==> src/sv/sts_pkg.sv <==
// Shared constants, codes and types for the sorted software timer scheduler.
package sts_pkg;

   localparam int NUM_TIMERS = 16;
   localparam int IDX_W = (NUM_TIMERS > 1) ? $clog2(NUM_TIMERS) : 1;
   localparam int MAX_FIRE = 16;
   localparam int FIRE_W = $clog2(MAX_FIRE + 1);
   localparam int TIME_W = 48;

   localparam logic [19:0] SLACK_RESET = 20'd500;
   localparam logic [9:0] US_PER_MS = 10'd1000;
   localparam logic [15:0] ID_FIRST = 16'd1;
   localparam logic [15:0] ID_LAST = 16'hFFFF;
   localparam logic [30:0] MS_MAX = 31'h7FFF_FFFF;

   // Wait in microseconds at which the millisecond wait reaches 2^31.
   localparam logic [40:0] WAIT_SAT_US = 41'd2147483648000;
   // 2^20 = 1048 * 1000 + 576.
   localparam logic [10:0] DIV_HI_Q = 11'd1048;
   localparam logic [9:0] DIV_HI_R = 10'd576;
   // ceil(2^35 / 125), exact for dividends below 2^28.
   localparam logic [28:0] DIV_RECIP = 29'd274877907;

   localparam logic [2:0] ACT_ADD = 3'd0;
   localparam logic [2:0] ACT_REMOVE = 3'd1;
   localparam logic [2:0] ACT_UPDATE = 3'd2;
   localparam logic [2:0] ACT_TICK = 3'd3;
   localparam logic [2:0] ACT_QUERY = 3'd4;

   localparam logic [2:0] ST_OK = 3'd0;
   localparam logic [2:0] ST_INVALID = 3'd1;
   localparam logic [2:0] ST_FULL = 3'd2;
   localparam logic [2:0] ST_FIRED = 3'd3;
   localparam logic [2:0] ST_NONE = 3'd4;

   typedef enum logic [13:0] {
      S_IDLE       = 14'b00000000000001,
      S_FIND       = 14'b00000000000010,
      S_FIND_DONE  = 14'b00000000000100,
      S_MUL        = 14'b00000000001000,
      S_WRITE      = 14'b00000000010000,
      S_FRONT      = 14'b00000000100000,
      S_FRONT_DONE = 14'b00000001000000,
      S_FIRE       = 14'b00000010000000,
      S_SKIP_SCAN  = 14'b00000100000000,
      S_SKIP_DONE  = 14'b00001000000000,
      S_DIV        = 14'b00010000000000,
      S_DIV_MUL    = 14'b00100000000000,
      S_DIV_DONE   = 14'b01000000000000,
      S_EMIT       = 14'b10000000000000
   } state_type;

endpackage

==> src/sv/sorted_software_timer_scheduler.sv <==
// Timer scheduler top level: slot table, sequencer and result register.
// Each transaction is handled by a sequencer that walks the timer slots one per cycle. A remove
// or update first scans the slots for the target id; an update then scales the interval and
// writes the new due time, as does an add. A tick scans for the earliest due timer, fires it,
// rescales and rewrites it if it repeats, and scans again until none is due or MAX_FIRE have
// fired; it then requeues updated timers, one scan each. A query scans for the earliest timer
// and, when one is pending, divides the wait by 1000 with a reciprocal, skipped when the wait
// saturates. Results wait in an output register; while results are stalled the sequencer
// stalls too. The input is ready only when the sequencer is idle.
module sorted_software_timer_scheduler
   import sts_pkg::*;
(
   input  logic               clock,
   input  logic               reset,
   input  logic               req_valid,
   output logic               req_ready,
   input  logic [2:0]         req_action,
   input  logic [30:0]        req_interval_ms,
   input  logic               req_repeat_flag,
   input  logic [15:0]        req_target_id,
   input  logic [23:0]        req_elapsed_us,
   input  logic signed [31:0] req_fallback_wait_ms,
   output logic               rsp_valid,
   input  logic               rsp_ready,
   output logic [2:0]         rsp_status,
   output logic [15:0]        rsp_timer_num,
   output logic signed [31:0] rsp_wait_ms,
   output logic               rsp_last,
   input  logic               csr_wr_en,
   input  logic [19:0]        csr_wr_data
);

   logic [NUM_TIMERS-1:0] slot_valid_ff;
   logic [NUM_TIMERS-1:0] slot_skip_ff;
   logic [15:0]           slot_id_ff [NUM_TIMERS];
   logic [TIME_W-1:0]     slot_due_ff [NUM_TIMERS];
   logic [30:0]           slot_per_ff [NUM_TIMERS];
   logic                  slot_rep_ff [NUM_TIMERS];
   logic [15:0]           slot_ord_ff [NUM_TIMERS];

   state_type state_ff, state_in, after_ff, after_in;
   logic [TIME_W-1:0] now_ff, now_in;
   logic [15:0] next_id_ff, next_id_in;
   logic [15:0] order_ff, order_in;
   logic [19:0] slack_ff;
   logic [2:0] op_ff, op_in;
   logic [30:0] interval_ff, interval_in;
   logic rep_ff, rep_in;
   logic [15:0] target_ff, target_in;
   logic signed [31:0] fallback_ff, fallback_in;
   logic [IDX_W-1:0] idx_ff, idx_in;
   logic found_ff, found_in;
   logic [IDX_W-1:0] best_idx_ff, best_idx_in;
   logic signed [TIME_W-1:0] best_key_ff, best_key_in;
   logic [15:0] best_ord_ff, best_ord_in;
   logic [15:0] best_id_ff, best_id_in;
   logic [30:0] best_per_ff, best_per_in;
   logic best_rep_ff, best_rep_in;
   logic [40:0] prod_ff, prod_in;
   logic [FIRE_W-1:0] fire_cnt_ff, fire_cnt_in;
   logic pend_ff, pend_in;
   logic [15:0] pend_id_ff, pend_id_in;
   logic [40:0] div_x_ff, div_x_in;
   logic [30:0] hq_ff, hq_in;
   logic [30:0] rem_ff, rem_in;
   logic [21:0] qlo_ff, qlo_in;
   logic [2:0] res_status_ff, res_status_in;
   logic [15:0] res_id_ff, res_id_in;
   logic signed [31:0] res_wait_ff, res_wait_in;
   logic res_last_ff, res_last_in;
   logic rsp_valid_ff;
   logic [2:0] rsp_status_ff;
   logic [15:0] rsp_id_ff;
   logic signed [31:0] rsp_wait_ff;
   logic rsp_last_ff;

   logic load;
   logic idx_last;
   logic [IDX_W-1:0] free_idx;
   logic signed [TIME_W-1:0] scan_key;
   logic scan_better;
   logic [30:0] mul_src;
   logic signed [TIME_W:0] wait_us;
   logic [56:0] recip_prod;
   logic [30:0] ms_sat;
   logic [TIME_W-1:0] due_new;

   assign req_ready = (state_ff == S_IDLE);
   assign load = (state_ff == S_EMIT) && (!rsp_valid_ff || rsp_ready);
   assign idx_last = (idx_ff == IDX_W'(NUM_TIMERS - 1));
   assign scan_key = $signed(slot_due_ff[idx_ff] - now_ff);
   assign scan_better = !found_ff || (scan_key < best_key_ff) ||
      ((scan_key == best_key_ff) && (slot_ord_ff[idx_ff] < best_ord_ff));
   assign mul_src = (op_ff == ACT_TICK) ? best_per_ff : interval_ff;
   assign wait_us = $signed({best_key_ff[TIME_W-1], best_key_ff}) +
      $signed({29'd0, slack_ff});
   assign recip_prod = {29'd0, rem_ff[30:3]} * {28'd0, DIV_RECIP};
   assign ms_sat = hq_ff + {9'd0, qlo_ff};
   assign due_new = now_ff + {7'd0, prod_ff};

   always_comb begin
      free_idx = '0;
      for (int i = NUM_TIMERS - 1; i >= 0; i--) begin
         if (!slot_valid_ff[i]) begin
            free_idx = IDX_W'(i);
         end
      end
   end

   always_comb begin
      state_in = state_ff;
      after_in = after_ff;
      now_in = now_ff;
      next_id_in = next_id_ff;
      order_in = order_ff;
      op_in = op_ff;
      interval_in = interval_ff;
      rep_in = rep_ff;
      target_in = target_ff;
      fallback_in = fallback_ff;
      idx_in = idx_ff;
      found_in = found_ff;
      best_idx_in = best_idx_ff;
      best_key_in = best_key_ff;
      best_ord_in = best_ord_ff;
      best_id_in = best_id_ff;
      best_per_in = best_per_ff;
      best_rep_in = best_rep_ff;
      prod_in = prod_ff;
      fire_cnt_in = fire_cnt_ff;
      pend_in = pend_ff;
      pend_id_in = pend_id_ff;
      div_x_in = div_x_ff;
      hq_in = hq_ff;
      rem_in = rem_ff;
      qlo_in = qlo_ff;
      res_status_in = res_status_ff;
      res_id_in = res_id_ff;
      res_wait_in = res_wait_ff;
      res_last_in = res_last_ff;
      unique case (state_ff)
         S_IDLE: begin
            if (req_valid) begin
               op_in = req_action;
               interval_in = req_interval_ms;
               rep_in = req_repeat_flag;
               target_in = req_target_id;
               fallback_in = req_fallback_wait_ms;
               idx_in = '0;
               found_in = 1'b0;
               res_id_in = '0;
               res_wait_in = '0;
               res_last_in = 1'b1;
               after_in = S_IDLE;
               priority if (req_action == ACT_ADD) begin
                  if (req_interval_ms == '0) begin
                     res_status_in = ST_INVALID;
                     state_in = S_EMIT;
                  end else if (&slot_valid_ff) begin
                     res_status_in = ST_FULL;
                     state_in = S_EMIT;
                  end else begin
                     best_idx_in = free_idx;
                     state_in = S_MUL;
                  end
               end else if (req_action == ACT_REMOVE || req_action == ACT_UPDATE) begin
                  state_in = S_FIND;
               end else if (req_action == ACT_TICK) begin
                  now_in = now_ff + {24'd0, req_elapsed_us};
                  fire_cnt_in = '0;
                  pend_in = 1'b0;
                  state_in = S_FRONT;
               end else if (req_action == ACT_QUERY) begin
                  state_in = S_FRONT;
               end else begin
                  res_status_in = ST_INVALID;
                  state_in = S_EMIT;
               end
            end
         end
         S_FIND: begin
            if (!found_ff && slot_valid_ff[idx_ff] && slot_id_ff[idx_ff] == target_ff) begin
               found_in = 1'b1;
               best_idx_in = idx_ff;
            end
            if (idx_last) begin
               state_in = S_FIND_DONE;
            end else begin
               idx_in = idx_ff + 1'b1;
            end
         end
         S_FIND_DONE: begin
            after_in = S_IDLE;
            res_last_in = 1'b1;
            res_wait_in = '0;
            if (!found_ff || (op_ff == ACT_UPDATE && interval_ff == '0)) begin
               res_status_in = ST_INVALID;
               res_id_in = '0;
               state_in = S_EMIT;
            end else if (op_ff == ACT_REMOVE) begin
               res_status_in = ST_OK;
               res_id_in = target_ff;
               state_in = S_EMIT;
            end else begin
               state_in = S_MUL;
            end
         end
         S_MUL: begin
            prod_in = mul_src * US_PER_MS;
            state_in = S_WRITE;
         end
         S_WRITE: begin
            res_status_in = ST_OK;
            res_wait_in = '0;
            res_last_in = 1'b1;
            after_in = S_IDLE;
            priority if (op_ff == ACT_ADD) begin
               order_in = order_ff + 1'b1;
               next_id_in = (next_id_ff == ID_LAST) ? ID_FIRST : next_id_ff + 1'b1;
               res_id_in = next_id_ff;
               state_in = S_EMIT;
            end else if (op_ff == ACT_UPDATE) begin
               res_id_in = target_ff;
               state_in = S_EMIT;
            end else begin
               order_in = order_ff + 1'b1;
               idx_in = '0;
               found_in = 1'b0;
               state_in = S_FRONT;
            end
         end
         S_FRONT: begin
            if (slot_valid_ff[idx_ff] && !slot_skip_ff[idx_ff] && scan_better) begin
               found_in = 1'b1;
               best_idx_in = idx_ff;
               best_key_in = scan_key;
               best_ord_in = slot_ord_ff[idx_ff];
               best_id_in = slot_id_ff[idx_ff];
               best_per_in = slot_per_ff[idx_ff];
               best_rep_in = slot_rep_ff[idx_ff];
            end
            if (idx_last) begin
               state_in = S_FRONT_DONE;
            end else begin
               idx_in = idx_ff + 1'b1;
            end
         end
         S_FRONT_DONE: begin
            res_wait_in = '0;
            if (op_ff == ACT_TICK) begin
               if (found_ff && !(best_key_ff > $signed({28'd0, slack_ff})) &&
                   fire_cnt_ff != FIRE_W'(MAX_FIRE)) begin
                  if (pend_ff) begin
                     res_status_in = ST_FIRED;
                     res_id_in = pend_id_ff;
                     res_last_in = 1'b0;
                     after_in = S_FIRE;
                     state_in = S_EMIT;
                  end else begin
                     state_in = S_FIRE;
                  end
               end else begin
                  res_status_in = pend_ff ? ST_FIRED : ST_NONE;
                  res_id_in = pend_ff ? pend_id_ff : 16'd0;
                  res_last_in = 1'b1;
                  idx_in = '0;
                  found_in = 1'b0;
                  after_in = S_SKIP_SCAN;
                  state_in = S_EMIT;
               end
            end else begin
               res_status_in = ST_OK;
               res_id_in = '0;
               res_last_in = 1'b1;
               after_in = S_IDLE;
               if (!found_ff) begin
                  res_wait_in = fallback_ff;
                  state_in = S_EMIT;
               end else if (wait_us[TIME_W] || wait_us == '0) begin
                  state_in = S_EMIT;
               end else if (wait_us[TIME_W-1:0] >= {7'd0, WAIT_SAT_US}) begin
                  hq_in = MS_MAX;
                  qlo_in = '0;
                  state_in = S_DIV_DONE;
               end else begin
                  div_x_in = wait_us[40:0];
                  state_in = S_DIV;
               end
            end
         end
         S_FIRE: begin
            pend_in = 1'b1;
            pend_id_in = best_id_ff;
            fire_cnt_in = fire_cnt_ff + 1'b1;
            if (best_rep_ff) begin
               state_in = S_MUL;
            end else begin
               idx_in = '0;
               found_in = 1'b0;
               state_in = S_FRONT;
            end
         end
         S_SKIP_SCAN: begin
            if (slot_valid_ff[idx_ff] && slot_skip_ff[idx_ff] &&
                (!found_ff || slot_id_ff[idx_ff] < best_id_ff)) begin
               found_in = 1'b1;
               best_idx_in = idx_ff;
               best_id_in = slot_id_ff[idx_ff];
            end
            if (idx_last) begin
               state_in = S_SKIP_DONE;
            end else begin
               idx_in = idx_ff + 1'b1;
            end
         end
         S_SKIP_DONE: begin
            if (found_ff) begin
               order_in = order_ff + 1'b1;
               idx_in = '0;
               found_in = 1'b0;
               state_in = S_SKIP_SCAN;
            end else begin
               state_in = S_IDLE;
            end
         end
         S_DIV: begin
            hq_in = {10'd0, div_x_ff[40:20]} * {20'd0, DIV_HI_Q};
            rem_in = {10'd0, div_x_ff[40:20]} * {21'd0, DIV_HI_R} + {11'd0, div_x_ff[19:0]};
            state_in = S_DIV_MUL;
         end
         S_DIV_MUL: begin
            qlo_in = recip_prod[56:35];
            state_in = S_DIV_DONE;
         end
         S_DIV_DONE: begin
            if (ms_sat == '0) begin
               res_wait_in = '0;
            end else if (fallback_ff[31] || $signed({1'b0, ms_sat}) < fallback_ff) begin
               res_wait_in = $signed({1'b0, ms_sat});
            end else begin
               res_wait_in = fallback_ff;
            end
            state_in = S_EMIT;
         end
         S_EMIT: begin
            if (load) begin
               state_in = after_ff;
            end
         end
         default: begin
            state_in = S_IDLE;
         end
      endcase
   end

   always_ff @(posedge clock) begin
      if (reset) begin
         state_ff <= S_IDLE;
         after_ff <= S_IDLE;
         now_ff <= '0;
         next_id_ff <= ID_FIRST;
         order_ff <= '0;
         slack_ff <= SLACK_RESET;
         slot_valid_ff <= '0;
         slot_skip_ff <= '0;
         rsp_valid_ff <= 1'b0;
      end else begin
         state_ff <= state_in;
         after_ff <= after_in;
         now_ff <= now_in;
         next_id_ff <= next_id_in;
         order_ff <= order_in;
         if (csr_wr_en) begin
            slack_ff <= csr_wr_data;
         end
         if (load) begin
            rsp_valid_ff <= 1'b1;
         end else if (rsp_ready) begin
            rsp_valid_ff <= 1'b0;
         end
         unique case (state_ff)
            S_WRITE: begin
               if (op_ff == ACT_ADD) begin
                  slot_valid_ff[best_idx_ff] <= 1'b1;
                  slot_skip_ff[best_idx_ff] <= 1'b0;
               end else if (op_ff == ACT_UPDATE) begin
                  slot_skip_ff[best_idx_ff] <= 1'b1;
               end
            end
            S_FIND_DONE: begin
               if (found_ff && op_ff == ACT_REMOVE) begin
                  slot_valid_ff[best_idx_ff] <= 1'b0;
                  slot_skip_ff[best_idx_ff] <= 1'b0;
               end
            end
            S_FIRE: begin
               if (!best_rep_ff) begin
                  slot_valid_ff[best_idx_ff] <= 1'b0;
               end
            end
            S_SKIP_DONE: begin
               if (found_ff) begin
                  slot_skip_ff[best_idx_ff] <= 1'b0;
               end else begin
                  slot_skip_ff <= slot_skip_ff & slot_valid_ff;
               end
            end
            default: begin
            end
         endcase
      end
   end

   always_ff @(posedge clock) begin
      op_ff <= op_in;
      interval_ff <= interval_in;
      rep_ff <= rep_in;
      target_ff <= target_in;
      fallback_ff <= fallback_in;
      idx_ff <= idx_in;
      found_ff <= found_in;
      best_idx_ff <= best_idx_in;
      best_key_ff <= best_key_in;
      best_ord_ff <= best_ord_in;
      best_id_ff <= best_id_in;
      best_per_ff <= best_per_in;
      best_rep_ff <= best_rep_in;
      prod_ff <= prod_in;
      fire_cnt_ff <= fire_cnt_in;
      pend_ff <= pend_in;
      pend_id_ff <= pend_id_in;
      div_x_ff <= div_x_in;
      hq_ff <= hq_in;
      rem_ff <= rem_in;
      qlo_ff <= qlo_in;
      res_status_ff <= res_status_in;
      res_id_ff <= res_id_in;
      res_wait_ff <= res_wait_in;
      res_last_ff <= res_last_in;
      if (load) begin
         rsp_status_ff <= res_status_ff;
         rsp_id_ff <= res_id_ff;
         rsp_wait_ff <= res_wait_ff;
         rsp_last_ff <= res_last_ff;
      end
      if (state_ff == S_WRITE) begin
         slot_due_ff[best_idx_ff] <= due_new;
         if (op_ff == ACT_ADD) begin
            slot_id_ff[best_idx_ff] <= next_id_ff;
            slot_per_ff[best_idx_ff] <= interval_ff;
            slot_rep_ff[best_idx_ff] <= rep_ff;
            slot_ord_ff[best_idx_ff] <= order_ff;
         end else if (op_ff == ACT_UPDATE) begin
            slot_per_ff[best_idx_ff] <= interval_ff;
         end else begin
            slot_ord_ff[best_idx_ff] <= order_ff;
         end
      end
      if (state_ff == S_SKIP_DONE && found_ff) begin
         slot_ord_ff[best_idx_ff] <= order_ff;
      end
   end

   assign rsp_valid = rsp_valid_ff;
   assign rsp_status = rsp_status_ff;
   assign rsp_timer_num = rsp_id_ff;
   assign rsp_wait_ms = rsp_wait_ff;
   assign rsp_last = rsp_last_ff;

endmodule

==> config.mk <==
export PLATFORM = sky130hd
export DESIGN_NAME = sorted_software_timer_scheduler
export DESIGN_NICKNAME = d
export VERILOG_FILES = /design/src/sv/sts_pkg.sv /design/src/sv/sorted_software_timer_scheduler.sv
export SDC_FILE = /design/constraint.sdc
export NUM_CORES = 2
export LEC_CHECK = 0
export BUFFER_PORTS_ARGS = -buffer_cell sky130_fd_sc_hd__buf_2
export CAP_MARGIN = 20
export CELL_PAD_IN_SITES_DETAIL_PLACEMENT = 0
export CELL_PAD_IN_SITES_GLOBAL_PLACEMENT = 1
export CORE_ASPECT_RATIO = 0.5
export CORE_UTILIZATION = 30
export DETAILED_ROUTE_END_ITERATION = 8
export PLACE_DENSITY = 0.46
export RECOVER_POWER = 25
export SETUP_SLACK_MARGIN = 0.4
export SLEW_MARGIN = 30
export SYNTH_ARGS = -nofsm -noshare
export SYNTH_HDL_FRONTEND = slang
export SYNTH_SLANG_ARGS = --single-unit
==> constraint.sdc <==
create_clock -name clock -period 26.7 [get_ports clock]
set_input_delay 1.335 -clock clock [delete_from_list [all_inputs] [get_ports clock]]
set_output_delay 1.335 -clock clock [all_outputs]
set_load 0.03 [all_outputs]
==> results.md <==
* Mux share of post-synthesis cell area at 10.2%
* Layout cells sized above 1 at 15.4%
* Post-Synthesis Cells at a little over 8000
* # DRC at 0
* CTS root buffer: clkbuf_16
* Die H at 454 microns
* Clk slew on worst S/H paths at 70 ps
* Seq/Total Area, Yosys at 58.4%
* Post-DP HPWL at 255 mm
* Critical Path Max Stage Delay at 810 ps
* Worst path slowest cell: or4b_2
* Worst path top cell family by delay: compound AO/OA/AOI/OAI gates
* Hold path start: res_wait_ff[17]
* Peak VDD IR at 0.163 mV
* Critical path data arrival time at 11730 ps
* Synthesis-stage register bit count at 2431
* Skew final at 138 ps
* Worst-Margin Slew at 1110 ps
* CTS sink count at around 2400
* Worst slack at placement at approximately 15000 ps
* PostCTS Resize Cnt at 0
* Max-cap violations at 0
* Total Wirelength at approximately 380 mm
* Die W at 905 microns
* Syn nets at 9433
* Top_reg_cell synth: edfxtp_1
* Final Slew Violations at 0
* H-tree level count at 4
* Via density at approximately 4.9
* Largest family of logic cells by synthesized area: adder cells
* CTS buffer count at 239
* Post-synthesis xor/xnor area fraction at roughly 2.4%
* I/O Buffers at about 190
* Core footprint at around 410000 sq um
* Final setup violating endpoints at 0
* Hold Buf Count CTS at 0
* Slew HR at between 20% and 30%
* Critical Path Stages at 29
* Area of the mapped netlist at 122000 sq um
* Reg-to-reg slack, setup at between 15000 and 20000 ps
* Synth Area in Adders at between 10% and 20%
* Hold Vio Cnt, Final at 0
* Postcts setup bufs at 0
* Synth Area in Compound Gates at 6.41%
* DRT Pass-1 Iters at 6
* Post-layout util at 34.4%
* Synth Area in Simple Gates at 5.09%
* CTS tree: built
* CP Data Required Time at roughly 27000 ps
* Setup Crit Path Kind: flop to flop
* Total GRT Usage at 18.0%
* Setup TNS at 0 ps
* Pwr/cell area at 104 nW/um^2
* Yosys warnings at 0
* Worst hold path depth at 0
* Minimum clock period at 11230 ps
* R2R depth at 29
* Via Count at approximately 70000
* Period utilization at 42.1%
* EDFF count, synth at around 2300
* Critical-path maximum fanout at 57
* GPL Wtd Cong at 0.807
* WP buf/inv at 4
* Hold Crit Endpoint: rsp_wait_ms[17]
* Initial antenna violation count at 23
* Worst setup EP type: flop
* Hold Crit Class: flop to flop
* Row Count at between 150 and 200
* Worst reg2reg endpoint: best_per_ff[23]
* Peak Freq at 89.1 MHz
* DRT antenna net count at 0
* First-pass GRT wire length at 535 mm
* Number of global-route vias before repair at 71500
* Largest net degree at the start of global routing at approximately 100
* Status: finished, final reports clean
* Worst-Skew Late Latency at 960 ps
* Clock Path Buffers at 4
* Nets at 9784
* Synth cell types at 90
* Overflow after GRT at 0
* DR WL/cell at 26.6 microns
* Mean cell area of the mapped netlist at 15.0 sq um
* Crit path launch type: flop
* RSZ-0062 raised after global routing: no
* Min Hold Slack at 414 ps
* Synthesis-to-layout area growth at 13.8%
* Leakage at 50.2 nW
* Total power at 0.0146 W
* IO Pins at 186
* Synth async-reset ratio at 0%
* DR iter-0 viols at 5579
* Initial Util at 30.2%
* Final setup margin at 15470 ps
* DIE AREA at 411000 sq um
==> report_power, final <==
| part | internal, W | total (W) | switching (W) |
|---|---|---|---|
| Combinational | 0.00255 | 0.00625 | 0.00370 |
| Sequential | 0.00464 | 0.00476 | 0.000121 |
| Clock | 0.00202 | 0.00355 | 0.00153 |
==> flip-flops by register name, indices dropped and copies added, names as in the netlist, 22 cells and up, named ones only <==
signal,count
slot_due_ff,768
hq_ff,29
prod_ff,38
res_wait_ff,32
best_per_ff,31
slot_per_ff,496
qlo_ff,22
slot_ord_ff,256
fallback_ff,32
rsp_wait_ms,32
interval_ff,31
rem_ff,28
div_x_ff,38
now_ff,48
slot_id_ff,256
best_key_ff,48
==> worst register-to-register path, delay by kind of cell, from the launching register on <==
kind | cells | cell delay, ps
AO/OA/AOI/OAI | 12 | 3060
adder cells (fa/ha/maj) | 2 | 780
flip-flops | 1 | 740
XOR/XNOR | 1 | 170
buffers and inverters | 4 | 2810
AND/OR/NAND/NOR | 8 | 2180
multiplexers | 2 | 980
==> cell type report <==
cell class                      instances  area (sq um)
Clock buffer                          283          6250
Fill cell                           39200        266000
Tap cell                             5427          6790
Inverter                              789          2960
Timing Repair Buffer                  340          2110
Multi-Input combinational cell       4684         48000
Antenna cell                            6          15.0
Clock inverter                        146          1710
Sequential cell                      2431         71500
==> cells in the final DEF, fill, tap and decap left out, types with 85 or more instances in the layout <==
| cell type | count |
|---|---|
| dfxtp_1 | 150 |
| ha_1 | 779 |
| a21oi_1 | 388 |
| a21o_1 | 159 |
| o21ai_0 | 222 |
| buf_4 | 130 |
| edfxtp_1 | 2277 |
| nor2_1 | 324 |
| mux2i_1 | 136 |
| buf_2 | 150 |
| nand2_1 | 335 |
| mux4_2 | 467 |
| clkbuf_16 | 240 |
| clkbuf_1 | 85 |
| nand3_1 | 94 |
| inv_1 | 783 |
| fa_1 | 388 |
| xor2_1 | 97 |
| xnor2_1 | 210 |
==> synthesized netlist by cell type (12+ instances only) <==
library cell	count	area (sq um)
nor2_1	390	1460
nor4_1	57	357
a221oi_1	39	342
nand2b_1	50	313
or2_2	18	113
fa_1	388	7770
nor3_1	86	430
xnor2_1	236	2070
or3_1	31	194
o21bai_1	39	293
and4_1	13	114
a211oi_1	38	285
inv_1	784	2940
xor2_1	106	928
and3_1	30	188
mux2_2	55	619
a31oi_1	27	169
o21a_1	35	263
nor2b_1	53	332
nand3_1	94	470
nand4_1	64	400
buf_1	52	195
a22oi_1	53	398
dfxtp_1	154	3080
a22o_1	32	280
a21oi_1	392	1960
o21ai_0	224	1120
ha_1	779	9750
o31ai_1	22	165
a21o_1	159	1190
and2_1	20	125
nand2_1	336	1260
or4_1	13	97.6
clkbuf_1	175	657
o211ai_1	26	195
a211o_1	12	105
mux2i_1	136	1360
a21boi_0	12	90.1
edfxtp_1	2277	68400
mux4_2	467	10500
==> worst max path at each step <==
stage and end:
5_1_grt best_per_ff[20], 3_5_place_dp best_per_ff[12], 3_3_place_gp best_per_ff[12], 4_1_cts best_per_ff[20], 2_1_floorplan best_key_ff[0], 6_report best_per_ff[23]
==> logic make-up after synthesis <==
kind of cell	Yosys count
DFF	2431
and+or+nand+nor	1298
AOI/OAI and AO/OA	1219
adders and majority gates	1167
buffers and inverters	1019
muxes	658
xor gates and xnor gates	342
==> through the flow <==
stage               cells  instance area, sq um
floorplan            8134                122000
detailed placement  13700                131000
CTS                 14100                139000
global route        14100                139000
finish              14100                139000
global placement    13700                131000
==> layer usage <==
layer | wire length (microns) | global-route usage (%)
met3 | 15700 | 2.19
met4 | 5250 | 2.64
met5 | 0 | 0
met1 | 185000 | 27.2
met2 | 169000 | 28.4
No activity file was read; power rests on OpenSTA's default activity.
